## config.mk

```make
export PLATFORM = sky130hd
export DESIGN_NAME = proxy_address_filter_table_unit
export DESIGN_NICKNAME = d
export VERILOG_FILES = /design/src/sv/pafu_pkg.sv /design/src/sv/pafu_front.sv /design/src/sv/pafu_back.sv /design/src/sv/proxy_address_filter_table_unit.sv
export SDC_FILE = /design/constraint.sdc
export NUM_CORES = 1
export LEC_CHECK = 0
export BUFFER_PORTS_ARGS = -buffer_cell sky130_fd_sc_hd__buf_2
export CELL_PAD_IN_SITES_DETAIL_PLACEMENT = 0
export CELL_PAD_IN_SITES_GLOBAL_PLACEMENT = 1
export CORE_AREA = 2 2 303 305
export CTS_CLUSTER_SIZE = 28
export DETAILED_ROUTE_END_ITERATION = 10
export DIE_AREA = 0 0 305 307
export GPL_ROUTABILITY_DRIVEN = 0
export MAX_ROUTING_LAYER = met4
export PLACE_DENSITY = 0.85
export SLEW_MARGIN = 20
export SYNTH_ARGS = -nofsm -noshare
export SYNTH_HDL_FRONTEND = slang
export SYNTH_HIERARCHICAL = 1
export SYNTH_SLANG_ARGS = --single-unit
```

## constraint.sdc

```tcl
create_clock -name clk -period 7.3 [get_ports clk]
set_input_delay 1.46 -clock clk [delete_from_list [all_inputs] [get_ports clk]]
set_output_delay 1.46 -clock clk [all_outputs]
set_load 0.05 [all_outputs]
```

## src/sv/pafu_pkg.sv

```systemverilog
// ----------------------------------------------------------------------------
// pafu_pkg: shared types and constants of the proxy address filter table
// Command and result words, filter type codes, decoded job format.
// ----------------------------------------------------------------------------
package pafu_pkg;

	// default sizes
	localparam int FILTER_SLOTS_DEF = 16;
	localparam int CLIENT_COUNT_DEF = 4;

	// command queue depth between front and back (power of two)
	localparam int QUEUE_DEPTH = 2;

	// field widths
	localparam int ADDR_W  = 16;
	localparam int MASK_W  = 4;
	localparam int ENTRY_W = 5;
	localparam int ENTRY_MAX = 31;

	localparam logic [ADDR_W-1:0] ALL_NODES = 16'hFFFF;

	// command codes
	localparam logic [2:0] CMD_SET        = 3'd0;
	localparam logic [2:0] CMD_ADD        = 3'd1;
	localparam logic [2:0] CMD_REMOVE     = 3'd2;
	localparam logic [2:0] CMD_MATCH      = 3'd3;
	localparam logic [2:0] CMD_LEARN      = 3'd4;
	localparam logic [2:0] CMD_CONNECT    = 3'd5;
	localparam logic [2:0] CMD_DISCONNECT = 3'd6;
	localparam logic [2:0] CMD_NOTIFY     = 3'd7;

	// type byte codes for set
	localparam logic [7:0] TB_ACCEPT = 8'h00;
	localparam logic [7:0] TB_REJECT = 8'h01;

	// filter type of a client
	typedef enum logic [1:0] {
		FT_NONE   = 2'd0,
		FT_ACCEPT = 2'd1,
		FT_REJECT = 2'd2
	} ftype_t;

	// decoded operation carried through the queue
	typedef enum logic [3:0] {
		OP_NOP,
		OP_PROHIBITED,
		OP_SET_ACC,
		OP_SET_REJ,
		OP_ADD,
		OP_REMOVE,
		OP_LEARN,
		OP_MATCH,
		OP_CONNECT,
		OP_DISCONNECT,
		OP_NOTIFY
	} op_t;

	// input word
	typedef struct packed {
		logic [2:0]        cmd;
		logic [1:0]        client_index;
		logic [ADDR_W-1:0] address;
		logic [7:0]        type_byte;
	} cmd_word_t;

	// result word
	typedef struct packed {
		logic [MASK_W-1:0]  match_mask;
		logic               status_type;
		logic [ENTRY_W-1:0] entry_count;
		logic               prohibited_type;
		logic               beacons_due;
	} result_t;

	// decoded job
	typedef struct packed {
		op_t               op;
		logic [1:0]        client_index;
		logic              client_ok;
		logic [ADDR_W-1:0] address;
	} job_t;

	// queue head offered to the back end
	typedef struct packed {
		logic valid;
		job_t job;
	} job_if_t;

endpackage

```

## src/sv/pafu_front.sv

```systemverilog
// ----------------------------------------------------------------------------
// pafu_front: command intake and decode
// Takes command words, classifies them into jobs and holds them in a short
// queue until the back end takes them.
// ----------------------------------------------------------------------------
module pafu_front
	import pafu_pkg::*;
#(
	parameter int CLIENT_COUNT = CLIENT_COUNT_DEF
) (
	input  logic      clk,
	input  logic      arst_n,
	input  logic      start,
	input  cmd_word_t command,
	output logic      busy,
	output job_if_t   head,
	input  logic      take
);

	localparam int QW = (QUEUE_DEPTH > 1) ? $clog2(QUEUE_DEPTH) : 1;

	job_t            queue_q [QUEUE_DEPTH];
	logic [QW-1:0]   wr_ptr_q;
	logic [QW-1:0]   rd_ptr_q;
	logic [QW:0]     count_q;
	logic            push;
	logic            pop;
	logic            ok;
	job_t            job;

	// classify the incoming word
	always_comb begin
		ok = (int'(command.client_index) < CLIENT_COUNT);
		job.client_index = command.client_index;
		job.client_ok    = ok;
		job.address      = command.address;
		job.op           = OP_NOP;
		unique case (command.cmd)
			CMD_SET: begin
				if (command.type_byte == TB_ACCEPT)
					job.op = ok ? OP_SET_ACC : OP_NOP;
				else if (command.type_byte == TB_REJECT)
					job.op = ok ? OP_SET_REJ : OP_NOP;
				else
					job.op = OP_PROHIBITED;
			end
			CMD_MATCH:      job.op = OP_MATCH;
			CMD_ADD:        job.op = ok ? OP_ADD : OP_NOP;
			CMD_REMOVE:     job.op = ok ? OP_REMOVE : OP_NOP;
			CMD_LEARN:      job.op = ok ? OP_LEARN : OP_NOP;
			CMD_CONNECT:    job.op = ok ? OP_CONNECT : OP_NOP;
			CMD_DISCONNECT: job.op = ok ? OP_DISCONNECT : OP_NOP;
			CMD_NOTIFY:     job.op = ok ? OP_NOTIFY : OP_NOP;
			default:        job.op = OP_NOP;
		endcase
	end

	assign busy = (count_q == (QW+1)'(QUEUE_DEPTH));
	assign push = start && !busy;
	assign pop  = take && head.valid;

	assign head.valid = (count_q != '0);
	assign head.job   = queue_q[rd_ptr_q];

	// queue storage
	always_ff @(posedge clk) begin
		if (push)
			queue_q[wr_ptr_q] <= job;
	end

	// queue pointers
	always_ff @(posedge clk or negedge arst_n) begin
		if (!arst_n) begin
			wr_ptr_q <= '0;
			rd_ptr_q <= '0;
			count_q  <= '0;
		end else begin
			if (push)
				wr_ptr_q <= wr_ptr_q + 1'b1;
			if (pop)
				rd_ptr_q <= rd_ptr_q + 1'b1;
			if (push && !pop)
				count_q <= count_q + 1'b1;
			else if (pop && !push)
				count_q <= count_q - 1'b1;
		end
	end

endmodule

```

## src/sv/pafu_back.sv

```systemverilog
// ----------------------------------------------------------------------------
// pafu_back: filter table execution
// Holds the address tables and client state, walks the slots of all clients
// one slot per cycle for add, remove and relay match, and issues results.
// ----------------------------------------------------------------------------
module pafu_back
	import pafu_pkg::*;
#(
	parameter int FILTER_SLOTS = FILTER_SLOTS_DEF,
	parameter int CLIENT_COUNT = CLIENT_COUNT_DEF
) (
	input  logic    clk,
	input  logic    arst_n,
	input  job_if_t head,
	output logic    take,
	output logic    done,
	output result_t result
);

	localparam int SW = (FILTER_SLOTS > 1) ? $clog2(FILTER_SLOTS) : 1;
	localparam int CW = (CLIENT_COUNT > 1) ? $clog2(CLIENT_COUNT) : 1;
	localparam int KW = $clog2(FILTER_SLOTS + 1);
	localparam int ML = (CLIENT_COUNT < MASK_W) ? CLIENT_COUNT : MASK_W;
	localparam logic [SW-1:0] LAST_SLOT = SW'(FILTER_SLOTS - 1);

	typedef enum logic [1:0] {
		ST_IDLE,
		ST_WALK,
		ST_DRAIN,
		ST_FINISH
	} state_t;

	// one row per slot, one lane per client
	logic [CLIENT_COUNT-1:0][ADDR_W-1:0] mem [FILTER_SLOTS];
	logic [CLIENT_COUNT-1:0][ADDR_W-1:0] rd_data_s1;

	state_t              state_q;
	job_t                job_q;
	logic [SW-1:0]       issue_q;
	logic                rd_pend_s1;
	logic [SW-1:0]       slot_s1;
	logic [CLIENT_COUNT-1:0] present_q;
	logic                found_q;
	logic [SW-1:0]       found_slot_q;
	logic                free_q;
	logic [SW-1:0]       free_slot_q;

	logic [FILTER_SLOTS-1:0] valid_q [CLIENT_COUNT];
	ftype_t              type_q  [CLIENT_COUNT];
	logic [KW-1:0]       count_q [CLIENT_COUNT];
	logic [CLIENT_COUNT-1:0] conn_q;

	logic [CW-1:0]       lane;
	logic [CW-1:0]       head_lane;
	logic [CLIENT_COUNT-1:0] hit_lane;
	logic [CLIENT_COUNT-1:0] pass;
	ftype_t              cur_type;
	logic [KW-1:0]       cur_count;
	ftype_t              nx_type;
	logic [KW-1:0]       nx_count;
	logic                add_en;
	logic                rem_en;
	logic                clear_row;
	logic                beacons;
	logic [MASK_W-1:0]   mask;
	logic [KW+4:0]       count_wide;
	logic [ENTRY_W-1:0]  count_sat;
	logic                need_walk;
	op_t                 take_op;
	job_t                take_job;

	assign lane      = CW'(job_q.client_index);
	assign head_lane = CW'(head.job.client_index);
	assign take      = (state_q == ST_IDLE) && head.valid;

	// learn turns into add or remove by the type in force when it runs
	always_comb begin
		take_op = head.job.op;
		if (head.job.op == OP_LEARN) begin
			if (type_q[head_lane] == FT_ACCEPT)
				take_op = OP_ADD;
			else if (type_q[head_lane] == FT_REJECT)
				take_op = OP_REMOVE;
			else
				take_op = OP_NOP;
		end
		need_walk = (take_op == OP_ADD) || (take_op == OP_REMOVE) || (take_op == OP_MATCH);
		take_job    = head.job;
		take_job.op = take_op;
	end

	// slot compare, all lanes at once
	always_comb begin
		for (int l = 0; l < CLIENT_COUNT; l++)
			hit_lane[l] = rd_pend_s1 && valid_q[l][slot_s1] &&
				(rd_data_s1[l] == job_q.address) && (job_q.address != '0);
	end

	// relay match decision per client
	always_comb begin
		for (int l = 0; l < CLIENT_COUNT; l++) begin
			if (type_q[l] == FT_REJECT)
				pass[l] = conn_q[l] && !present_q[l];
			else if (job_q.address == ALL_NODES)
				pass[l] = conn_q[l];
			else if (type_q[l] == FT_ACCEPT)
				pass[l] = conn_q[l] && present_q[l];
			else
				pass[l] = 1'b0;
		end
		mask = '0;
		for (int l = 0; l < ML; l++)
			mask[l] = pass[l];
	end

	// final update of the addressed client
	always_comb begin
		cur_type  = type_q[lane];
		cur_count = count_q[lane];
		nx_type   = cur_type;
		nx_count  = cur_count;
		add_en    = 1'b0;
		rem_en    = 1'b0;
		clear_row = 1'b0;
		beacons   = 1'b0;
		unique case (job_q.op)
			OP_SET_ACC: begin
				clear_row = 1'b1;
				nx_type   = FT_ACCEPT;
				nx_count  = '0;
			end
			OP_SET_REJ: begin
				clear_row = 1'b1;
				nx_type   = FT_REJECT;
				nx_count  = '0;
			end
			OP_ADD: begin
				if (job_q.address != '0 && !found_q && free_q) begin
					add_en   = 1'b1;
					nx_count = cur_count + 1'b1;
				end
			end
			OP_REMOVE: begin
				if (found_q) begin
					rem_en   = 1'b1;
					nx_count = cur_count - 1'b1;
				end
			end
			OP_CONNECT: begin
				clear_row = 1'b1;
				nx_type   = FT_NONE;
				nx_count  = '0;
			end
			OP_NOTIFY: begin
				if (cur_type == FT_NONE) begin
					nx_type = FT_ACCEPT;
					beacons = 1'b1;
				end
			end
			default: ;
		endcase
		count_wide = (KW+5)'(nx_count);
		count_sat  = (count_wide > (KW+5)'(ENTRY_MAX)) ? ENTRY_W'(ENTRY_MAX)
			: count_wide[ENTRY_W-1:0];
	end

	// table memory: one row read per walk cycle, one lane written on add
	always_ff @(posedge clk) begin
		if (state_q == ST_WALK)
			rd_data_s1 <= mem[issue_q];
		if (state_q == ST_FINISH && add_en)
			mem[free_slot_q][lane] <= job_q.address;
	end

	// sequencer, client state and result
	always_ff @(posedge clk or negedge arst_n) begin
		if (!arst_n) begin
			state_q      <= ST_IDLE;
			job_q        <= '0;
			issue_q      <= '0;
			rd_pend_s1   <= 1'b0;
			slot_s1      <= '0;
			present_q    <= '0;
			found_q      <= 1'b0;
			found_slot_q <= '0;
			free_q       <= 1'b0;
			free_slot_q  <= '0;
			conn_q       <= '0;
			for (int c = 0; c < CLIENT_COUNT; c++) begin
				valid_q[c] <= '0;
				type_q[c]  <= FT_NONE;
				count_q[c] <= '0;
			end
			done   <= 1'b0;
			result <= '0;
		end else begin
			done <= 1'b0;

			// walk bookkeeping
			if (rd_pend_s1) begin
				present_q <= present_q | hit_lane;
				if (job_q.client_ok && !found_q && hit_lane[lane]) begin
					found_q      <= 1'b1;
					found_slot_q <= slot_s1;
				end
				if (job_q.client_ok && !free_q && !valid_q[lane][slot_s1]) begin
					free_q      <= 1'b1;
					free_slot_q <= slot_s1;
				end
			end

			unique case (state_q)
				ST_IDLE: begin
					if (head.valid) begin
						job_q     <= take_job;
						issue_q   <= '0;
						present_q <= '0;
						found_q   <= 1'b0;
						free_q    <= 1'b0;
						state_q   <= need_walk ? ST_WALK : ST_FINISH;
					end
				end
				ST_WALK: begin
					rd_pend_s1 <= 1'b1;
					slot_s1    <= issue_q;
					if (issue_q == LAST_SLOT)
						state_q <= ST_DRAIN;
					else
						issue_q <= issue_q + 1'b1;
				end
				ST_DRAIN: begin
					rd_pend_s1 <= 1'b0;
					state_q    <= ST_FINISH;
				end
				ST_FINISH: begin
					if (job_q.client_ok) begin
						type_q[lane]  <= nx_type;
						count_q[lane] <= nx_count;
						if (clear_row)
							valid_q[lane] <= '0;
						if (add_en)
							valid_q[lane][free_slot_q] <= 1'b1;
						if (rem_en)
							valid_q[lane][found_slot_q] <= 1'b0;
						if (job_q.op == OP_CONNECT)
							conn_q[lane] <= 1'b1;
						if (job_q.op == OP_DISCONNECT)
							conn_q[lane] <= 1'b0;
					end
					done                   <= 1'b1;
					result.match_mask      <= (job_q.op == OP_MATCH) ? mask : '0;
					result.status_type     <= !(job_q.client_ok && nx_type == FT_ACCEPT);
					result.entry_count     <= job_q.client_ok ? count_sat : '0;
					result.prohibited_type <= (job_q.op == OP_PROHIBITED);
					result.beacons_due     <= beacons;
					state_q                <= ST_IDLE;
				end
				default: state_q <= ST_IDLE;
			endcase
		end
	end

	// a result word only follows the finishing step
	a_done_after_finish: assert property (@(posedge clk) disable iff (!arst_n)
		done |-> $past(state_q == ST_FINISH))
		else $error("result strobe without a finishing step");

	// client 0's table never holds more entries than it has slots
	a_count_bound: assert property (@(posedge clk) disable iff (!arst_n)
		count_q[0] <= KW'(FILTER_SLOTS))
		else $error("entry count above slot count");

	// beacons are only reported for notify enable
	a_beacons_notify: assert property (@(posedge clk) disable iff (!arst_n)
		(done && result.beacons_due) |-> $past(job_q.op == OP_NOTIFY))
		else $error("beacons reported for a command other than notify");

	// a prohibited set never changes the table of its client
	a_prohibited_quiet: assert property (@(posedge clk) disable iff (!arst_n)
		(state_q == ST_FINISH && job_q.op == OP_PROHIBITED)
		|-> (!add_en && !rem_en && !clear_row))
		else $error("prohibited set touched a table");

endmodule

```

## src/sv/proxy_address_filter_table_unit.sv

```systemverilog
// ----------------------------------------------------------------------------
// proxy_address_filter_table_unit: per-client mesh proxy address filters
// Command front end with a two-word queue feeding a table engine.
// ----------------------------------------------------------------------------
//
//  channel   strobe / hold     payload     direction
//  command   start / busy      command     in, taken when start & !busy
//  result    done              result      out, one cycle, cannot stall
//
// Set, connect, disconnect, notify, learn under filter none and commands
// other than relay match for an absent client go straight to finishing;
// the rest walk the table, one table memory row (one slot of every client)
// read per cycle, then drain. Up to two more words queue while one runs;
// busy rises when the queue is full. Reset leaves all tables empty, all
// filters none and all clients disconnected, with no clearing pass.
//
module proxy_address_filter_table_unit
	import pafu_pkg::*;
#(
	parameter int FILTER_SLOTS = FILTER_SLOTS_DEF,
	parameter int CLIENT_COUNT = CLIENT_COUNT_DEF
) (
	input  logic      clk,
	input  logic      arst_n,
	input  logic      start,
	input  cmd_word_t command,
	output logic      busy,
	output logic      done,
	output result_t   result
);

	job_if_t head;
	logic    take;

	// intake and decode
	pafu_front #(
		.CLIENT_COUNT(CLIENT_COUNT)
	) u_front (
		.clk    (clk),
		.arst_n (arst_n),
		.start  (start),
		.command(command),
		.busy   (busy),
		.head   (head),
		.take   (take)
	);

	// table engine
	pafu_back #(
		.FILTER_SLOTS(FILTER_SLOTS),
		.CLIENT_COUNT(CLIENT_COUNT)
	) u_back (
		.clk    (clk),
		.arst_n (arst_n),
		.head   (head),
		.take   (take),
		.done   (done),
		.result (result)
	);

endmodule
```

==> summary.txt <==
Global route
  – Remaining global-route overflow: 0
  – All-Layer GR Usage: 0.283
  – Number of global-route vias before repair: ~30k
  – Initial antenna violation count: 1
  – Global-route wire length before repair: 190000 µm
  – Largest net degree at the start of global routing: 146

Clocking
  – CTS tree: done
  – Clk_lat worst skew: approximately 0.7 ns
  – Bufs on Longest Clock Path: 3
  – TritonCTS Buffers: about 120
  – Post-CTS sizing: 0
  – CTS sink count: 1293
  – Clock Tree Root: clkbuf_16
  – Post-CTS Setup Bufs: 0
  – CTS H-tree depth: 3
  – Clock slew at reported path FFs: about 0.070 ns
  – Hold-fix buffers, CTS: 0

STA
  – Final period utilization: 0.582
  – Worst-margin pin slew: 1.23 ns
  – Final Max Tran Viols: 0
  – RSZ-0062 raised after global routing: false
  – Final Hold Vio Count: 0
  – Fin Setup TNS: 0 ns
  – Worst clock skew: roughly 0.019 ns
  – Final setup violation count: 0
  – Worst rel slew slack: 0.177
  – Fin crit period: approximately 4.2 ns
  – Fmax: about 240 MHz

Floorplan
  – Die footprint: 0.0936 mm²
  – Die Wd: 305 µm
  – Effective utilization at floorplan: 0.585
  – Die height: about 310 µm
  – Num ports: between 40 and 50
  – Core area: 0.0907 mm²
  – Row count: approximately 110

Drt
  – Residual DRC: 0
  – Via count: about 30k
  – Vias per std cell: about 6.5
  – First DRT Iteration DRCs: 3693
  – DRT Pass-1 Iters: 5
  – Antenna-violating nets left: 0
  – Routed length per instance: ~28 µm
  – DRT Wirelength: between 100000 and 150000 µm

Cells and area
  – Post-route design area: just under 0.06 mm²
  – Layout Nets: roughly 3.3k
  – Layout cells sized above 1: 0.194
  – Layout area overhead: 11.1%

Critical path
  – Crit path capture type: flop
  – WP data required: between 7 and 8 ns
  – R2R setup slack: about 3.1 ns
  – WP buf/inv: 0
  – Number of cells on the critical path: 6
  – Slowest CP cell: nor2_2
  – Crit-path cells: nor4_2 -> nand4_2 -> and3_4 -> and2_0 -> nand3_1 -> nor2_2
  – Critical path type: reg -> reg
  – Worst reg-to-reg path cell count: 6
  – Top delay family on crit path: simple AND/OR/NAND/NOR gates
  – Critical path arrival: approximately 4.6 ns
  – Critical Path Max Stage Delay: 1.06 ns
  – Maximum fanout along the worst path: 37
  – Critical path launch point type: flop

Yosys
  – Most instantiated library cell after synthesis: edfxtp_1
  – Avg Inst Size Synth: approximately 17 µm²
  – Yosys cell types: between 60 and 70
  – Post-synth top area cell: edfxtp_1
  – Post-synth EDFFs: 1132
  – Syn nets: about 3.2k
  – Post-synth top flop: edfxtp_1
  – Mapped cell area: 0.0531 mm²
  – FF+latch count, synth: roughly 1.3k
  – Synth cell count leaders: 1132 x edfxtp_1, 238 x o21ai_0, 208 x nor2_1
  – Register area share after synthesis: 0.717
  – Cells taking the most area after synthesis: edfxtp_1 64%, dfrtp_1 7.6%, mux4_2 6.5%
  – Mapped Cells: roughly 3.2k
  – Synth Warn #: 6
  – Synth top area share: 0.641
  – Post-synthesis async set-or-reset flop share: 0.125

Power and ir drop
  – Peak supply drop: ~270 µV
  – Leakage power: 19.5 nW
  – Power per standard cell area: roughly 360 mW/mm²

Run status
  – Status: completed

Place
  – Placed inst area: between 0.05 and 0.06 mm²
  – Port bufs: 45
  – Hpwl dp: around 76000 µm

Hold path
  – Hold Path Stages: 2
  – Hold crit path type: reg -> reg

Flow run
  – Max cap viols: 0
## power by group
group | switching, mW | total, mW | internal, mW
Clock | 2.71 | 6.43 | 3.72
Combinational | 2.94 | 4.47 | 1.52
Sequential | 0.650 | 10.0 | 9.39
Total | 6.31 | 20.9 | 14.6
## worst register-to-register path, stage by stage, from the launching register on
cell and delay [ns]:
dfrtp_2 0.86, nor4_2 0.14, nand4_2 0.24, and3_4 0.25, and2_0 0.55, nand3_1 0.74
nor2_2 1.07
## area by class of cell
class	count	area (µm²)
clock inverter	88	952
clock buffer	143	3150
inverter	27	101
timing repair buffer	156	1090
tap	1186	1480
fill	6002	31700
multi-input combinational	1673	14100
sequential	1293	38100
antenna	1	2.50
## flip-flops by register name (all words and copies together) (netlist names), 4 cells and up
signal / flops
u_back/free_slot_q: 4
u_back/found_slot_q: 4
u_back/mem: 1024
u_back/conn_q: 4
u_front/queue_q: 44
u_back/rd_data_s1: 64
u_back/job_q: 21
u_back/result: 12
u_back/issue_q: 4
u_back/valid_q: 64
u_back/type_q: 8
u_back/count_q: 20
u_back/slot_s1: 4
u_back/present_q: 4
## cells in the final DEF, fill, tap and decap left out, drive strengths merged, types with 5 or more instances in the layout
cell type,Yosys,routed
a32o,24,24
a22oi,71,71
inv,27,29
clkinv,0,65
o211ai,20,20
mux4,169,169
nor3,9,9
nand2b,9,9
nand2,178,178
o21ai,243,243
edfxtp,1132,1132
dfrtp,161,161
xnor2,13,13
ha,10,10
o31ai,6,6
buf,73,156
clkbuf,118,143
nor4,22,22
and3,5,5
mux2i,206,206
a22o,25,25
bufinv,0,18
o22ai,12,12
nand3,23,23
nor2b,17,17
and2,8,8
xor2,59,59
nand4,19,19
a21oi,94,94
nor2,208,208
a221oi,70,70
mux2,118,118
## cells by family (layout without fill, tap and decap cells)
kind of cell    Yosys count  in the layout  share of synthesized area
xor+xnor                 72             72                     0.0119
compound gates          585            585                     0.0704
fa+ha+maj                10             10                    0.00236
buf+inv                 218            414                     0.0182
other cells               1              2                  0.0000707
flops                  1293           1293                      0.717
simple gates            512            512                     0.0429
mux                     493            493                      0.137
## final timing paths
check	start	to
worst min register to register	u_back/count_q[6]$_DFFE_PN0P_	u_back/count_q[6]$_DFFE_PN0P_
worst max-delay path	u_back/job_q[1]$_DFFE_PN0P_	u_back/mem[0][35]$_DFFE_PP_
worst max register to register	u_back/job_q[1]$_DFFE_PN0P_	u_back/mem[0][35]$_DFFE_PP_
min in group asynchronous	arst_n	u_back/result[8]$_DFFE_PN0P_
max in group asynchronous	arst_n	u_back/valid_q[56]$_DFFE_PN0P_
worst min-delay path	u_back/count_q[6]$_DFFE_PN0P_	u_back/count_q[6]$_DFFE_PN0P_
## layer usage
layer	wire length, µm	vias to the layer above	global-route usage
met1	50200	15339	0.376
met5	0	-	-
met3	9900	303	0.0389
met4	4780	0	0.102
li1	-	12767	-
met2	62700	1406	0.453
## per-stage QoR
step	cells	utilization	power (mW)	setup slack (ns)	hold WS [ns]
after floorplan	3184	-	12.9	3.64	0.445
after global placement	4335	0.605	14.4	3.32	0.455
after detailed placement	4335	0.605	14.6	3.10	0.467
after CTS	4566	0.650	21.0	3.08	0.481
after global routing	4567	0.650	21.6	2.87	0.504
final	4567	0.650	20.9	3.05	0.483
(Power assumes the default switching activity.)
